===== config.mk =====
export PLATFORM = sky130hd
export DESIGN_NAME = polynomial_add_multiply_top
export DESIGN_NICKNAME = d
export VERILOG_FILES = /design/src/pam_pkg.sv /design/src/polynomial_add_multiply_top.sv /design/src/pam_ctrl.sv /design/src/pam_dp.sv
export SDC_FILE = /design/constraint.sdc
export NUM_CORES = 2
export LEC_CHECK = 0
export BUFFER_PORTS_ARGS = -buffer_cell sky130_fd_sc_hd__buf_2
export CAP_MARGIN = 40
export CORE_MARGIN = 2
export CORE_UTILIZATION = 40
export CTS_CLUSTER_SIZE = 20
export DETAILED_ROUTE_END_ITERATION = 8
export SYNTH_ARGS = -nofsm -noshare
export SYNTH_HDL_FRONTEND = slang
export SYNTH_SLANG_ARGS = --single-unit

===== constraint.sdc =====
create_clock -name i_clk -period 21.8 [get_ports i_clk]
set_clock_uncertainty 0.2 [all_clocks]
set_input_delay 0 -clock i_clk [delete_from_list [all_inputs] [get_ports i_clk]]
set_output_delay 0 -clock i_clk [all_outputs]
set_load 0.05 [all_outputs]

===== src/pam_pkg.sv =====
// ----------------------------------------------------------------------------
// pam_pkg: shared definitions for the polynomial add/multiply block
// Request codes, field widths, and controller/datapath command and status words.
// ----------------------------------------------------------------------------
package pam_pkg;

    localparam int MAX_EXP_DEF = 15;
    localparam int FUNC_W      = 3;
    localparam int COEF_W      = 32;
    localparam int EXP_W       = 4;
    localparam int TERM_EXP_W  = 5;

    localparam logic [FUNC_W-1:0] FUNC_LOAD_A = 3'd0;
    localparam logic [FUNC_W-1:0] FUNC_LOAD_B = 3'd1;
    localparam logic [FUNC_W-1:0] FUNC_SUM    = 3'd2;
    localparam logic [FUNC_W-1:0] FUNC_PROD   = 3'd3;
    localparam logic [FUNC_W-1:0] FUNC_CLEAR  = 3'd4;

    typedef struct packed {
        logic ld_rd;      // read a store for a term load
        logic ld_sel;     // load target: 0 first, 1 second
        logic ld_wr;      // write back the loaded term
        logic clr_all;    // empty all stores
        logic res_clr;    // empty the result store
        logic pair_go;    // issue one coefficient pair into the pipeline
        logic pair_last;  // pair closes its result exponent
        logic pair_prod;  // multiply (1) or add (0) the pair
        logic emit_rd;    // read the result store at the scan index
        logic out_load;   // load the output register
        logic out_last;   // word is the final term
        logic out_empty;  // word flags an empty result
    } t_cmd;

    typedef struct packed {
        logic pipe_busy;  // pairs still in flight
        logic res_any;    // some result term present
        logic res_hit;    // result term present at the scan index
        logic res_below;  // result term present below the scan index
        logic out_free;   // output register can take a word
    } t_stat;

endpackage


===== src/polynomial_add_multiply_top.sv =====
// ----------------------------------------------------------------------------
// polynomial_add_multiply_top: sparse polynomial sum and product engine
// Two term stores, a pair pipeline with one multiplier, and a result scanner.
// ----------------------------------------------------------------------------
// Usage and timing: every request takes one input word and holds off the next
// word until it is done. A term load (func 0 or 1) reads the target store,
// then writes the merged coefficient back. Clear is done and unused codes are
// dropped in the idle state, as their word is taken. A sum walks MAX_EXP+1 exponents,
// one a cycle, and a product walks all (MAX_EXP+1)^2 term pairs, one a cycle
// through a three-stage add/multiply/accumulate pipeline grouped by result
// exponent; then the pipeline drains and the block checks for any present term.
// The result is then scanned from exponent 2*MAX_EXP down, stepping past each
// absent exponent and giving each emitted word a store read and an output load,
// ending at the lowest present term; an empty result gives one flagged word.
// The single multiplier and the one-pair-per-cycle store read ports set the
// product time. Results leave through an output register, so the next request
// is accepted while the final word still waits on o_out_valid/i_out_stall.
// A word is moved on an edge where valid is high and stall is low.
// ----------------------------------------------------------------------------
module polynomial_add_multiply_top #(
    parameter int MAX_EXP = pam_pkg::MAX_EXP_DEF
) (
    input  logic                                 i_clk,
    input  logic                                 i_rst_n,
    input  logic                                 i_in_valid,
    output logic                                 o_in_stall,
    input  logic [pam_pkg::FUNC_W-1:0]           i_func,
    input  logic signed [pam_pkg::COEF_W-1:0]    i_coef,
    input  logic [pam_pkg::EXP_W-1:0]            i_exp,
    output logic                                 o_out_valid,
    input  logic                                 i_out_stall,
    output logic signed [pam_pkg::COEF_W-1:0]    o_term_coef,
    output logic [pam_pkg::TERM_EXP_W-1:0]       o_term_exp,
    output logic                                 o_last,
    output logic                                 o_empty_res
);
    import pam_pkg::*;

    localparam int TW = $clog2(MAX_EXP + 1);
    localparam int RW = $clog2(2 * MAX_EXP + 1);

    t_cmd          cmd;
    t_stat         stat;
    logic [TW-1:0] pair_a, pair_b;
    logic [RW-1:0] pair_k, scan;

    // sequencer: decode requests, walk exponent pairs, scan the result
    pam_ctrl #(
        .MAX_EXP (MAX_EXP)
    ) u_ctrl (
        .i_clk      (i_clk),
        .i_rst_n    (i_rst_n),
        .i_in_valid (i_in_valid),
        .i_func     (i_func),
        .i_stat     (stat),
        .o_in_stall (o_in_stall),
        .o_cmd      (cmd),
        .o_pair_a   (pair_a),
        .o_pair_b   (pair_b),
        .o_pair_k   (pair_k),
        .o_scan     (scan)
    );

    // datapath: stores, add/multiply pipeline, output register
    pam_dp #(
        .MAX_EXP (MAX_EXP)
    ) u_dp (
        .i_clk       (i_clk),
        .i_rst_n     (i_rst_n),
        .i_cmd       (cmd),
        .i_coef      (i_coef),
        .i_exp       (i_exp),
        .i_pair_a    (pair_a),
        .i_pair_b    (pair_b),
        .i_pair_k    (pair_k),
        .i_scan      (scan),
        .i_out_stall (i_out_stall),
        .o_stat      (stat),
        .o_out_valid (o_out_valid),
        .o_term_coef (o_term_coef),
        .o_term_exp  (o_term_exp),
        .o_last      (o_last),
        .o_empty_res (o_empty_res)
    );

endmodule


===== src/pam_ctrl.sv =====
// ----------------------------------------------------------------------------
// pam_ctrl: request sequencer
// Decodes requests, walks exponent pairs for sum and product, scans the result.
// ----------------------------------------------------------------------------
module pam_ctrl #(
    parameter int MAX_EXP = pam_pkg::MAX_EXP_DEF
) (
    input  logic                              i_clk,
    input  logic                              i_rst_n,
    input  logic                              i_in_valid,
    input  logic [pam_pkg::FUNC_W-1:0]        i_func,
    input  pam_pkg::t_stat                    i_stat,
    output logic                              o_in_stall,
    output pam_pkg::t_cmd                     o_cmd,
    output logic [$clog2(MAX_EXP+1)-1:0]      o_pair_a,
    output logic [$clog2(MAX_EXP+1)-1:0]      o_pair_b,
    output logic [$clog2(2*MAX_EXP+1)-1:0]    o_pair_k,
    output logic [$clog2(2*MAX_EXP+1)-1:0]    o_scan
);
    import pam_pkg::*;

    localparam int NTERM = MAX_EXP + 1;
    localparam int NRES  = 2 * MAX_EXP + 1;
    localparam int TW    = $clog2(NTERM);
    localparam int RW    = $clog2(NRES);

    localparam logic [RW-1:0] MAX_R  = RW'(MAX_EXP);
    localparam logic [RW-1:0] LAST_K = RW'(NRES - 1);
    localparam logic [RW-1:0] ONE_R  = RW'(1);
    localparam logic [TW-1:0] ONE_T  = TW'(1);

    localparam logic [2:0] S_IDLE  = 3'd0;
    localparam logic [2:0] S_LOAD  = 3'd1;
    localparam logic [2:0] S_SUM   = 3'd2;
    localparam logic [2:0] S_PROD  = 3'd3;
    localparam logic [2:0] S_DRAIN = 3'd4;
    localparam logic [2:0] S_EMPTY = 3'd5;
    localparam logic [2:0] S_SCAN  = 3'd6;
    localparam logic [2:0] S_OUT   = 3'd7;

    logic [2:0]    r_state, n_state;
    logic [RW-1:0] r_k, n_k;
    logic [RW-1:0] r_scan, n_scan;
    logic [TW-1:0] r_i, n_i;

    logic [RW-1:0] idx_ext;
    logic [RW-1:0] k_hi;
    logic [RW-1:0] k_nxt;
    logic [RW-1:0] lo_nxt;
    logic          diag_end;

    // first index i of diagonal k runs from max(0, k-MAX) to min(k, MAX)
    assign idx_ext  = RW'(r_i);
    assign k_hi     = (r_k < MAX_R) ? r_k : MAX_R;
    assign diag_end = (idx_ext == k_hi);
    assign k_nxt    = r_k + ONE_R;
    assign lo_nxt   = (k_nxt > MAX_R) ? (k_nxt - MAX_R) : '0;

    assign o_pair_k = r_k;
    assign o_scan   = r_scan;

    always_comb begin
        n_state    = r_state;
        n_k        = r_k;
        n_i        = r_i;
        n_scan     = r_scan;
        o_cmd      = '0;
        o_pair_a   = r_i;
        o_pair_b   = TW'(r_k - idx_ext);
        o_in_stall = (r_state != S_IDLE) || !i_rst_n;
        unique case (r_state)
            S_IDLE: begin
                if (i_in_valid && i_rst_n) begin
                    unique case (i_func) inside
                        FUNC_LOAD_A, FUNC_LOAD_B: begin
                            o_cmd.ld_rd  = 1'b1;
                            o_cmd.ld_sel = (i_func == FUNC_LOAD_B);
                            n_state      = S_LOAD;
                        end
                        FUNC_SUM: begin
                            o_cmd.res_clr = 1'b1;
                            n_k           = '0;
                            n_state       = S_SUM;
                        end
                        FUNC_PROD: begin
                            o_cmd.res_clr = 1'b1;
                            n_k           = '0;
                            n_i           = '0;
                            n_state       = S_PROD;
                        end
                        FUNC_CLEAR: begin
                            o_cmd.clr_all = 1'b1;
                        end
                        default: begin
                        end
                    endcase
                end
            end
            S_LOAD: begin
                o_cmd.ld_wr = 1'b1;
                n_state     = S_IDLE;
            end
            S_SUM: begin
                o_cmd.pair_go   = 1'b1;
                o_cmd.pair_last = 1'b1;
                o_pair_a        = TW'(r_k);
                o_pair_b        = TW'(r_k);
                if (r_k == MAX_R) begin
                    n_state = S_DRAIN;
                end else begin
                    n_k = k_nxt;
                end
            end
            S_PROD: begin
                o_cmd.pair_go   = 1'b1;
                o_cmd.pair_prod = 1'b1;
                o_cmd.pair_last = diag_end;
                if (diag_end) begin
                    if (r_k == LAST_K) begin
                        n_state = S_DRAIN;
                    end else begin
                        n_k = k_nxt;
                        n_i = TW'(lo_nxt);
                    end
                end else begin
                    n_i = r_i + ONE_T;
                end
            end
            S_DRAIN: begin
                if (!i_stat.pipe_busy) begin
                    if (i_stat.res_any) begin
                        n_scan  = LAST_K;
                        n_state = S_SCAN;
                    end else begin
                        n_state = S_EMPTY;
                    end
                end
            end
            S_EMPTY: begin
                if (i_stat.out_free) begin
                    o_cmd.out_load  = 1'b1;
                    o_cmd.out_empty = 1'b1;
                    n_state         = S_IDLE;
                end
            end
            S_SCAN: begin
                if (i_stat.res_hit) begin
                    o_cmd.emit_rd = 1'b1;
                    n_state       = S_OUT;
                end else begin
                    n_scan = r_scan - ONE_R;
                end
            end
            S_OUT: begin
                if (i_stat.out_free) begin
                    o_cmd.out_load = 1'b1;
                    o_cmd.out_last = !i_stat.res_below;
                    if (!i_stat.res_below) begin
                        n_state = S_IDLE;
                    end else begin
                        n_scan  = r_scan - ONE_R;
                        n_state = S_SCAN;
                    end
                end
            end
            default: begin
                n_state = S_IDLE;
            end
        endcase
    end

    always_ff @(posedge i_clk) begin
        if (!i_rst_n) begin
            r_state <= S_IDLE;
            r_k     <= '0;
            r_i     <= '0;
            r_scan  <= '0;
        end else begin
            r_state <= n_state;
            r_k     <= n_k;
            r_i     <= n_i;
            r_scan  <= n_scan;
        end
    end

    a_scan_drained: assert property (@(posedge i_clk) disable iff (!i_rst_n)
        (r_state == S_SCAN) |-> (!i_stat.pipe_busy && i_stat.res_any))
        else $error("result scan started with pairs in flight or no terms");

    a_wr_after_rd: assert property (@(posedge i_clk) disable iff (!i_rst_n)
        o_cmd.ld_wr |-> $past(o_cmd.ld_rd))
        else $error("term write-back without a preceding store read");

    a_pair_range: assert property (@(posedge i_clk) disable iff (!i_rst_n)
        (r_state == S_PROD) |-> ((r_k >= idx_ext) && ((r_k - idx_ext) <= MAX_R)))
        else $error("product pair index out of range");

endmodule


===== src/pam_dp.sv =====
// ----------------------------------------------------------------------------
// pam_dp: coefficient datapath
// Term stores, pair add/multiply pipeline, diagonal accumulator, output register.
// ----------------------------------------------------------------------------
module pam_dp #(
    parameter int MAX_EXP = pam_pkg::MAX_EXP_DEF
) (
    input  logic                                 i_clk,
    input  logic                                 i_rst_n,
    input  pam_pkg::t_cmd                        i_cmd,
    input  logic signed [pam_pkg::COEF_W-1:0]    i_coef,
    input  logic [pam_pkg::EXP_W-1:0]            i_exp,
    input  logic [$clog2(MAX_EXP+1)-1:0]         i_pair_a,
    input  logic [$clog2(MAX_EXP+1)-1:0]         i_pair_b,
    input  logic [$clog2(2*MAX_EXP+1)-1:0]       i_pair_k,
    input  logic [$clog2(2*MAX_EXP+1)-1:0]       i_scan,
    input  logic                                 i_out_stall,
    output pam_pkg::t_stat                       o_stat,
    output logic                                 o_out_valid,
    output logic signed [pam_pkg::COEF_W-1:0]    o_term_coef,
    output logic [pam_pkg::TERM_EXP_W-1:0]       o_term_exp,
    output logic                                 o_last,
    output logic                                 o_empty_res
);
    import pam_pkg::*;

    localparam int NTERM = MAX_EXP + 1;
    localparam int NRES  = 2 * MAX_EXP + 1;
    localparam int TW    = $clog2(NTERM);
    localparam int RW    = $clog2(NRES);

    logic [COEF_W-1:0] r_first_mem  [NTERM];
    logic [COEF_W-1:0] r_second_mem [NTERM];
    logic [COEF_W-1:0] r_res_mem    [NRES];
    logic [NTERM-1:0]  r_first_pres;
    logic [NTERM-1:0]  r_second_pres;
    logic [NRES-1:0]   r_res_pres;
    logic [COEF_W-1:0] r_f_rd, r_s_rd, r_res_rd;

    logic              r_ld_sel, r_ld_ok;
    logic [TW-1:0]     r_ld_addr;
    logic [COEF_W-1:0] r_ld_coef;

    logic              r_p0_valid, r_p0_last, r_p0_prod, r_p0_fp, r_p0_sp;
    logic [RW-1:0]     r_p0_k;
    logic              r_p1_valid, r_p1_last, r_p1_hit;
    logic [RW-1:0]     r_p1_k;
    logic [COEF_W-1:0] r_p1_val;
    logic [COEF_W-1:0] r_acc;
    logic              r_acc_hit;

    logic              r_out_valid, r_out_last, r_out_empty;
    logic [COEF_W-1:0] r_out_coef;
    logic [TERM_EXP_W-1:0] r_out_exp;

    logic [TW-1:0]     ld_addr, f_addr, s_addr;
    logic              ld_ok, ld_hit;
    logic [COEF_W-1:0] ld_old, ld_val;
    logic [COEF_W-1:0] val_sum, val_prod;
    logic [COEF_W-1:0] acc_nxt;
    logic              hit_nxt;
    logic [NRES-1:0]   below_mask;

    // term load: read the target store, then write back the merged coefficient
    assign ld_addr = TW'(i_exp);
    assign ld_ok   = (32'(i_exp) <= 32'(MAX_EXP));
    assign f_addr  = i_cmd.ld_rd ? ld_addr : i_pair_a;
    assign s_addr  = i_cmd.ld_rd ? ld_addr : i_pair_b;
    assign ld_old  = r_ld_sel ? r_s_rd : r_f_rd;
    assign ld_hit  = r_ld_sel ? r_second_pres[r_ld_addr] : r_first_pres[r_ld_addr];
    assign ld_val  = ld_hit ? (ld_old + r_ld_coef) : r_ld_coef;

    always_ff @(posedge i_clk) begin
        if (i_cmd.ld_rd) begin
            r_ld_sel  <= i_cmd.ld_sel;
            r_ld_ok   <= ld_ok;
            r_ld_addr <= ld_addr;
            r_ld_coef <= i_coef;
        end
    end

    always_ff @(posedge i_clk) begin
        if (i_cmd.ld_wr && r_ld_ok && !r_ld_sel) begin
            r_first_mem[r_ld_addr] <= ld_val;
        end
        r_f_rd <= r_first_mem[f_addr];
    end

    always_ff @(posedge i_clk) begin
        if (i_cmd.ld_wr && r_ld_ok && r_ld_sel) begin
            r_second_mem[r_ld_addr] <= ld_val;
        end
        r_s_rd <= r_second_mem[s_addr];
    end

    always_ff @(posedge i_clk) begin
        if (!i_rst_n || i_cmd.clr_all) begin
            r_first_pres  <= '0;
            r_second_pres <= '0;
        end else if (i_cmd.ld_wr && r_ld_ok) begin
            if (r_ld_sel) begin
                r_second_pres[r_ld_addr] <= 1'b1;
            end else begin
                r_first_pres[r_ld_addr] <= 1'b1;
            end
        end
    end

    // stage 0: store read in flight, carry presence and diagonal tag
    always_ff @(posedge i_clk) begin
        if (!i_rst_n) begin
            r_p0_valid <= 1'b0;
        end else begin
            r_p0_valid <= i_cmd.pair_go;
        end
    end

    always_ff @(posedge i_clk) begin
        if (i_cmd.pair_go) begin
            r_p0_last <= i_cmd.pair_last;
            r_p0_prod <= i_cmd.pair_prod;
            r_p0_k    <= i_pair_k;
            r_p0_fp   <= r_first_pres[i_pair_a];
            r_p0_sp   <= r_second_pres[i_pair_b];
        end
    end

    // stage 1: add or multiply the pair
    assign val_sum  = (r_p0_fp ? r_f_rd : '0) + (r_p0_sp ? r_s_rd : '0);
    assign val_prod = r_f_rd * r_s_rd;

    always_ff @(posedge i_clk) begin
        if (!i_rst_n) begin
            r_p1_valid <= 1'b0;
        end else begin
            r_p1_valid <= r_p0_valid;
        end
    end

    always_ff @(posedge i_clk) begin
        if (r_p0_valid) begin
            r_p1_last <= r_p0_last;
            r_p1_k    <= r_p0_k;
            r_p1_val  <= r_p0_prod ? val_prod : val_sum;
            r_p1_hit  <= r_p0_prod ? (r_p0_fp && r_p0_sp) : (r_p0_fp || r_p0_sp);
        end
    end

    // stage 2: accumulate along the diagonal, write the term when it closes
    assign acc_nxt = r_acc + (r_p1_hit ? r_p1_val : '0);
    assign hit_nxt = r_acc_hit || r_p1_hit;

    always_ff @(posedge i_clk) begin
        if (i_cmd.res_clr) begin
            r_acc <= '0;
        end else if (r_p1_valid) begin
            r_acc <= r_p1_last ? '0 : acc_nxt;
        end
    end

    always_ff @(posedge i_clk) begin
        if (!i_rst_n || i_cmd.res_clr) begin
            r_acc_hit <= 1'b0;
        end else if (r_p1_valid) begin
            r_acc_hit <= r_p1_last ? 1'b0 : hit_nxt;
        end
    end

    always_ff @(posedge i_clk) begin
        if (r_p1_valid && r_p1_last) begin
            r_res_mem[r_p1_k] <= acc_nxt;
        end
        if (i_cmd.emit_rd) begin
            r_res_rd <= r_res_mem[i_scan];
        end
    end

    always_ff @(posedge i_clk) begin
        if (!i_rst_n || i_cmd.clr_all || i_cmd.res_clr) begin
            r_res_pres <= '0;
        end else if (r_p1_valid && r_p1_last && hit_nxt) begin
            r_res_pres[r_p1_k] <= 1'b1;
        end
    end

    always_comb begin
        for (int b = 0; b < NRES; b++) begin
            below_mask[b] = (RW'(b) < i_scan);
        end
    end

    assign o_stat.pipe_busy = r_p0_valid || r_p1_valid;
    assign o_stat.res_any   = |r_res_pres;
    assign o_stat.res_hit   = r_res_pres[i_scan];
    assign o_stat.res_below = |(r_res_pres & below_mask);
    assign o_stat.out_free  = !r_out_valid || !i_out_stall;

    // output register
    always_ff @(posedge i_clk) begin
        if (!i_rst_n) begin
            r_out_valid <= 1'b0;
        end else if (i_cmd.out_load) begin
            r_out_valid <= 1'b1;
        end else if (!i_out_stall) begin
            r_out_valid <= 1'b0;
        end
    end

    always_ff @(posedge i_clk) begin
        if (i_cmd.out_load) begin
            r_out_coef  <= i_cmd.out_empty ? '0 : r_res_rd;
            r_out_exp   <= i_cmd.out_empty ? '0 : TERM_EXP_W'(i_scan);
            r_out_last  <= i_cmd.out_last;
            r_out_empty <= i_cmd.out_empty;
        end
    end

    assign o_out_valid = r_out_valid;
    assign o_term_coef = $signed(r_out_coef);
    assign o_term_exp  = r_out_exp;
    assign o_last      = r_out_last;
    assign o_empty_res = r_out_empty;

    a_load_free: assert property (@(posedge i_clk) disable iff (!i_rst_n)
        i_cmd.out_load |-> (!r_out_valid || !i_out_stall))
        else $error("output register overwritten while its word is stalled");

    a_clr_empty: assert property (@(posedge i_clk) disable iff (!i_rst_n)
        i_cmd.res_clr |=> (r_res_pres == '0))
        else $error("result store not empty after result clear");

    a_acc_closed: assert property (@(posedge i_clk) disable iff (!i_rst_n)
        (r_p1_valid && r_p1_last) |=> !r_acc_hit)
        else $error("accumulator carried presence past a closed diagonal");

endmodule


==> flow_metrics.py <==
metrics = {
    "floorplan": {
        "fp.dieH_um": 530,
        "floorplan.initialDensity_pct": 40.2,
        "ios": 84,
        "row_count": 193,
        "die_area_mm2": 0.281,
        "die_width_um": 530,
        "coreArea_mm2": 0.276,
    },
    "final_layout": {
        "drive_gt1_share_pct": 19.8,
        "layout-area-overhead-vs-synth_pct": 13.9,
        "final_net_count": 7876,
        "multi_input_area_mm2": 0.0397,
        "most-common-layout-cells": "edfxtp_1, mux4_2, and2_1, nand2_1, inv_1",
        "area.sequential_mm2": 0.0688,
        "final_common_cell": "edfxtp_1",
        "final_cells": 11110,
        "final.fill_count": 23689,
    },
    "synthesis": {
        "synth_simple_gate_area_share_pct": 6.62,
        "post_synth_inst_count": 6915,
        "ys_types": 102,
        "synthFlopType": "edfxtp_1",
        "synth.yosys.warnings": 0,
        "post_synth_instance_area_mm2": 0.111,
        "synthesis.nets": 7596,
        "synth-adder-area-share_pct": 10.0,
        "multiplexer_fraction_of_the_synthesized_cell_area_pct": 11.8,
        "netlist.top_cell.by_area": "edfxtp_1",
        "syn_avg_cell_area_um2": 16.0,
        "compound_gate_portion_of_the_synthesized_area_pct": 4.97,
        "synth_enable_flop_cells": 2172,
        "ys_ff_latch": 2352,
        "post_synth_xor_area_fraction_pct": 1.42,
        "synth_async_sr_flop_share_pct": 0,
        "synth_sequential_area_ratio_pct": 62.1,
        "main_combinational_cell_family_by_area_after_synthesis": "multiplexers",
        "top_area_cell_type_share_of_the_netlist_area_pct": 58.9,
        "post_synth_main_area_contributors": "edfxtp_1, mux4_2, fa_1",
    },
    "place": {
        "io_buffer_count": 83,
        "dp.cells": 10566,
        "dp.final_hpwl_um": 173000,
        "routabilityCongestion": 0.852,
    },
    "timing": {
        "tightestPinTransition_ns": 0.976,
        "worst_slew_margin_rel_pct": 34.9,
        "slew_viol_final": 0,
        "final_number_of_setup_violating_endpoints": 0,
        "timing.fmax_mhz": 126,
        "setup_tns_ns": 0,
        "grt_setup_unrepaired": "no",
        "fin_crit_sh_pct": 36.5,
        "finalWorstPathRequiredPeriod_ns": 7.96,
        "hold_viol": 0,
    },
    "worst_hold_path": {
        "worst_hold_startpoint": "i_func[0]",
        "worst_hold_path_type": "in2reg",
    },
    "grt": {
        "grt.total_usage_pct": 20.5,
        "grt_max_degree": 129,
        "globalRouteOverflowTotal": 0,
        "grt_pass1_wl_um": 426000,
        "first_global_vias": 62742,
        "antenna_found_initial": 21,
    },
    "worst_setup_path": {
        "critPathRequiredTime_ns": 22.20,
        "worst-path-max-fanout": 27,
        "crit_path_end_kind": "flip-flop",
        "worst_ep_arrival_time_ns": 8.37,
        "timing.rr.start": "u_dp.r_f_rd[7]",
        "cp-start-kind": "flip-flop",
        "startpoint_to_endpoint_class_of_the_critical_path": "reg2reg",
        "critPathLaunch": "u_dp.r_f_rd[7]",
    },
    "detailed_routing": {
        "drt_pre_antenna_iters": 7,
        "initialDrtViolationCount": 6071,
        "post-route-drc-count": 0,
        "antenna_left": 0,
        "wirelength_um": 291000,
        "via_per_inst": 5.54,
        "via_count": 61570,
        "avgRoutedWirePerCell_um": 26.2,
    },
    "run": {
        "drv.max_cap_violation_count": 0,
    },
    "clocking": {
        "cts.reportedPaths.clkPinSlew_ns": 0.06,
        "tritoncts_buffer_count": 246,
        "insertion_delay_ns": 0.92,
        "post_cts_resized": 0,
        "postCtsSetupRepairBufs": 0,
        "postCtsHoldBufs": 86,
        "ctsLongestPathBuffers": 4,
        "cts_tree": "done",
        "tritoncts_num_sinks": 2352,
        "h-tree-depth": 4,
        "cts_root_buf": "clkbuf_16",
    },
    "outcome": {
        "outcome": "complete, no violations",
    },
}
-- registers in the layout, summed over array words and instances (netlist names), 31 cells and up --
| register | cells |
|---|---|
| u_dp.r_res_mem | 992 |
| u_dp.r_first_mem | 512 |
| u_dp.r_p1_val | 32 |
| u_dp.r_ld_coef | 32 |
| u_dp.r_s_rd | 32 |
| u_dp.r_acc | 32 |
| u_dp.o_term_coef | 32 |
| u_dp.r_res_pres | 31 |
| u_dp.r_second_mem | 512 |
| u_dp.r_f_rd | 32 |
| u_dp.r_res_rd | 32 |
-- metal layers --
| metal | share of wire, % | track usage, % | vias up |
|---|---|---|---|
| met4 | 2.7 | 5.34 | 2 |
| met3 | 6.3 | 2.83 | 432 |
| met2 | 49 | 34.2 | 2156 |
| met1 | 42 | 28.2 | 32479 |
| li1 | - | - | 26501 |
| met5 | 0.0062 | 0 | - |
-- logic make-up after synthesis --
kind of cell    Yosys count
compound gates          821
simple gates           1469
fa+ha+maj               639
buf+inv                 793
mux                     661
flops                  2352
xor+xnor                180
-- cell type report --
| type | count | share of cell area (%) |
|---|---|---|
| sequential | 2352 | 54.5 |
| clock inverter | 137 | 1.11 |
| clock buffer | 310 | 5.22 |
| antenna | 11 | 0.0218 |
| timing repair buffer | 402 | 2.75 |
| tap | 3705 | 3.67 |
| multi-input combinational | 3770 | 31.4 |
| inverter | 423 | 1.26 |
-- through the flow --
step	hold slack, ns	util (%)	cell area, um^2	setup WS, ns
2_1_floorplan	-0.101	-	111000	14.34
3_3_place_gp	-0.0238	42.3	117000	13.88
3_5_place_dp	-0.0215	42.5	117000	13.87
4_1_cts	0.0906	45.7	126000	13.87
5_1_grt	0.140	45.7	126000	13.54
6_report	0.129	45.7	126000	13.84
-- final timing paths --
path	endpoint	slack (ns)	depth (start not counted)
min reg2reg	u_dp.r_p1_k[0]	0.22	0
max reg2reg	u_dp.r_p1_val[31]	13.84	25
min	u_ctrl.r_i[3]	0.13	5
max	u_dp.r_p1_val[31]	13.84	25
-- critical path, stage by stage (launching register included) --
cell and delay, ns:
dfxtp_1 0.31, buf_4 0.37, nand2_1 0.15, fa_1 0.56
inv_1 0.06, fa_1 0.46, fa_1 0.49, inv_1 0.05
fa_1 0.47, inv_1 0.05, fa_1 0.45, ha_1 0.30
fa_1 0.50, fa_1 0.42, ha_1 0.36, a22o_1 0.27
nor4_2 0.18, inv_1 0.08, o31ai_2 0.52, o211ai_1 0.17
o21a_1 0.18, a41o_1 0.26, o41a_1 0.35, a31oi_1 0.22
xnor2_1 0.16, o221ai_2 0.11
-- synth_stat cells, drive strengths merged (10+ instances only) --
cell / instances
a211oi: 98
a31oi: 47
nand4: 11
mux2i: 57
buf: 112
dfxtp: 180
nor2b: 85
nor3: 37
nor4: 10
and2: 461
clkbuf: 258
nand3: 27
ha: 226
xnor2: 110
a221oi: 99
edfxtp: 2172
o31ai: 10
nand2b: 17
and3: 26
xor2: 70
inv: 418
o21bai: 12
nor2: 292
nand2: 452
mux4: 505
a21o: 46
or3: 18
o21a: 65
o21ai: 120
fa: 412
a21oi: 234
a22oi: 26
mux2: 99
Power is left out: the tool's default activity adds up to more than one toggle a clock period on the data nets, which glitch-free logic cannot reach.
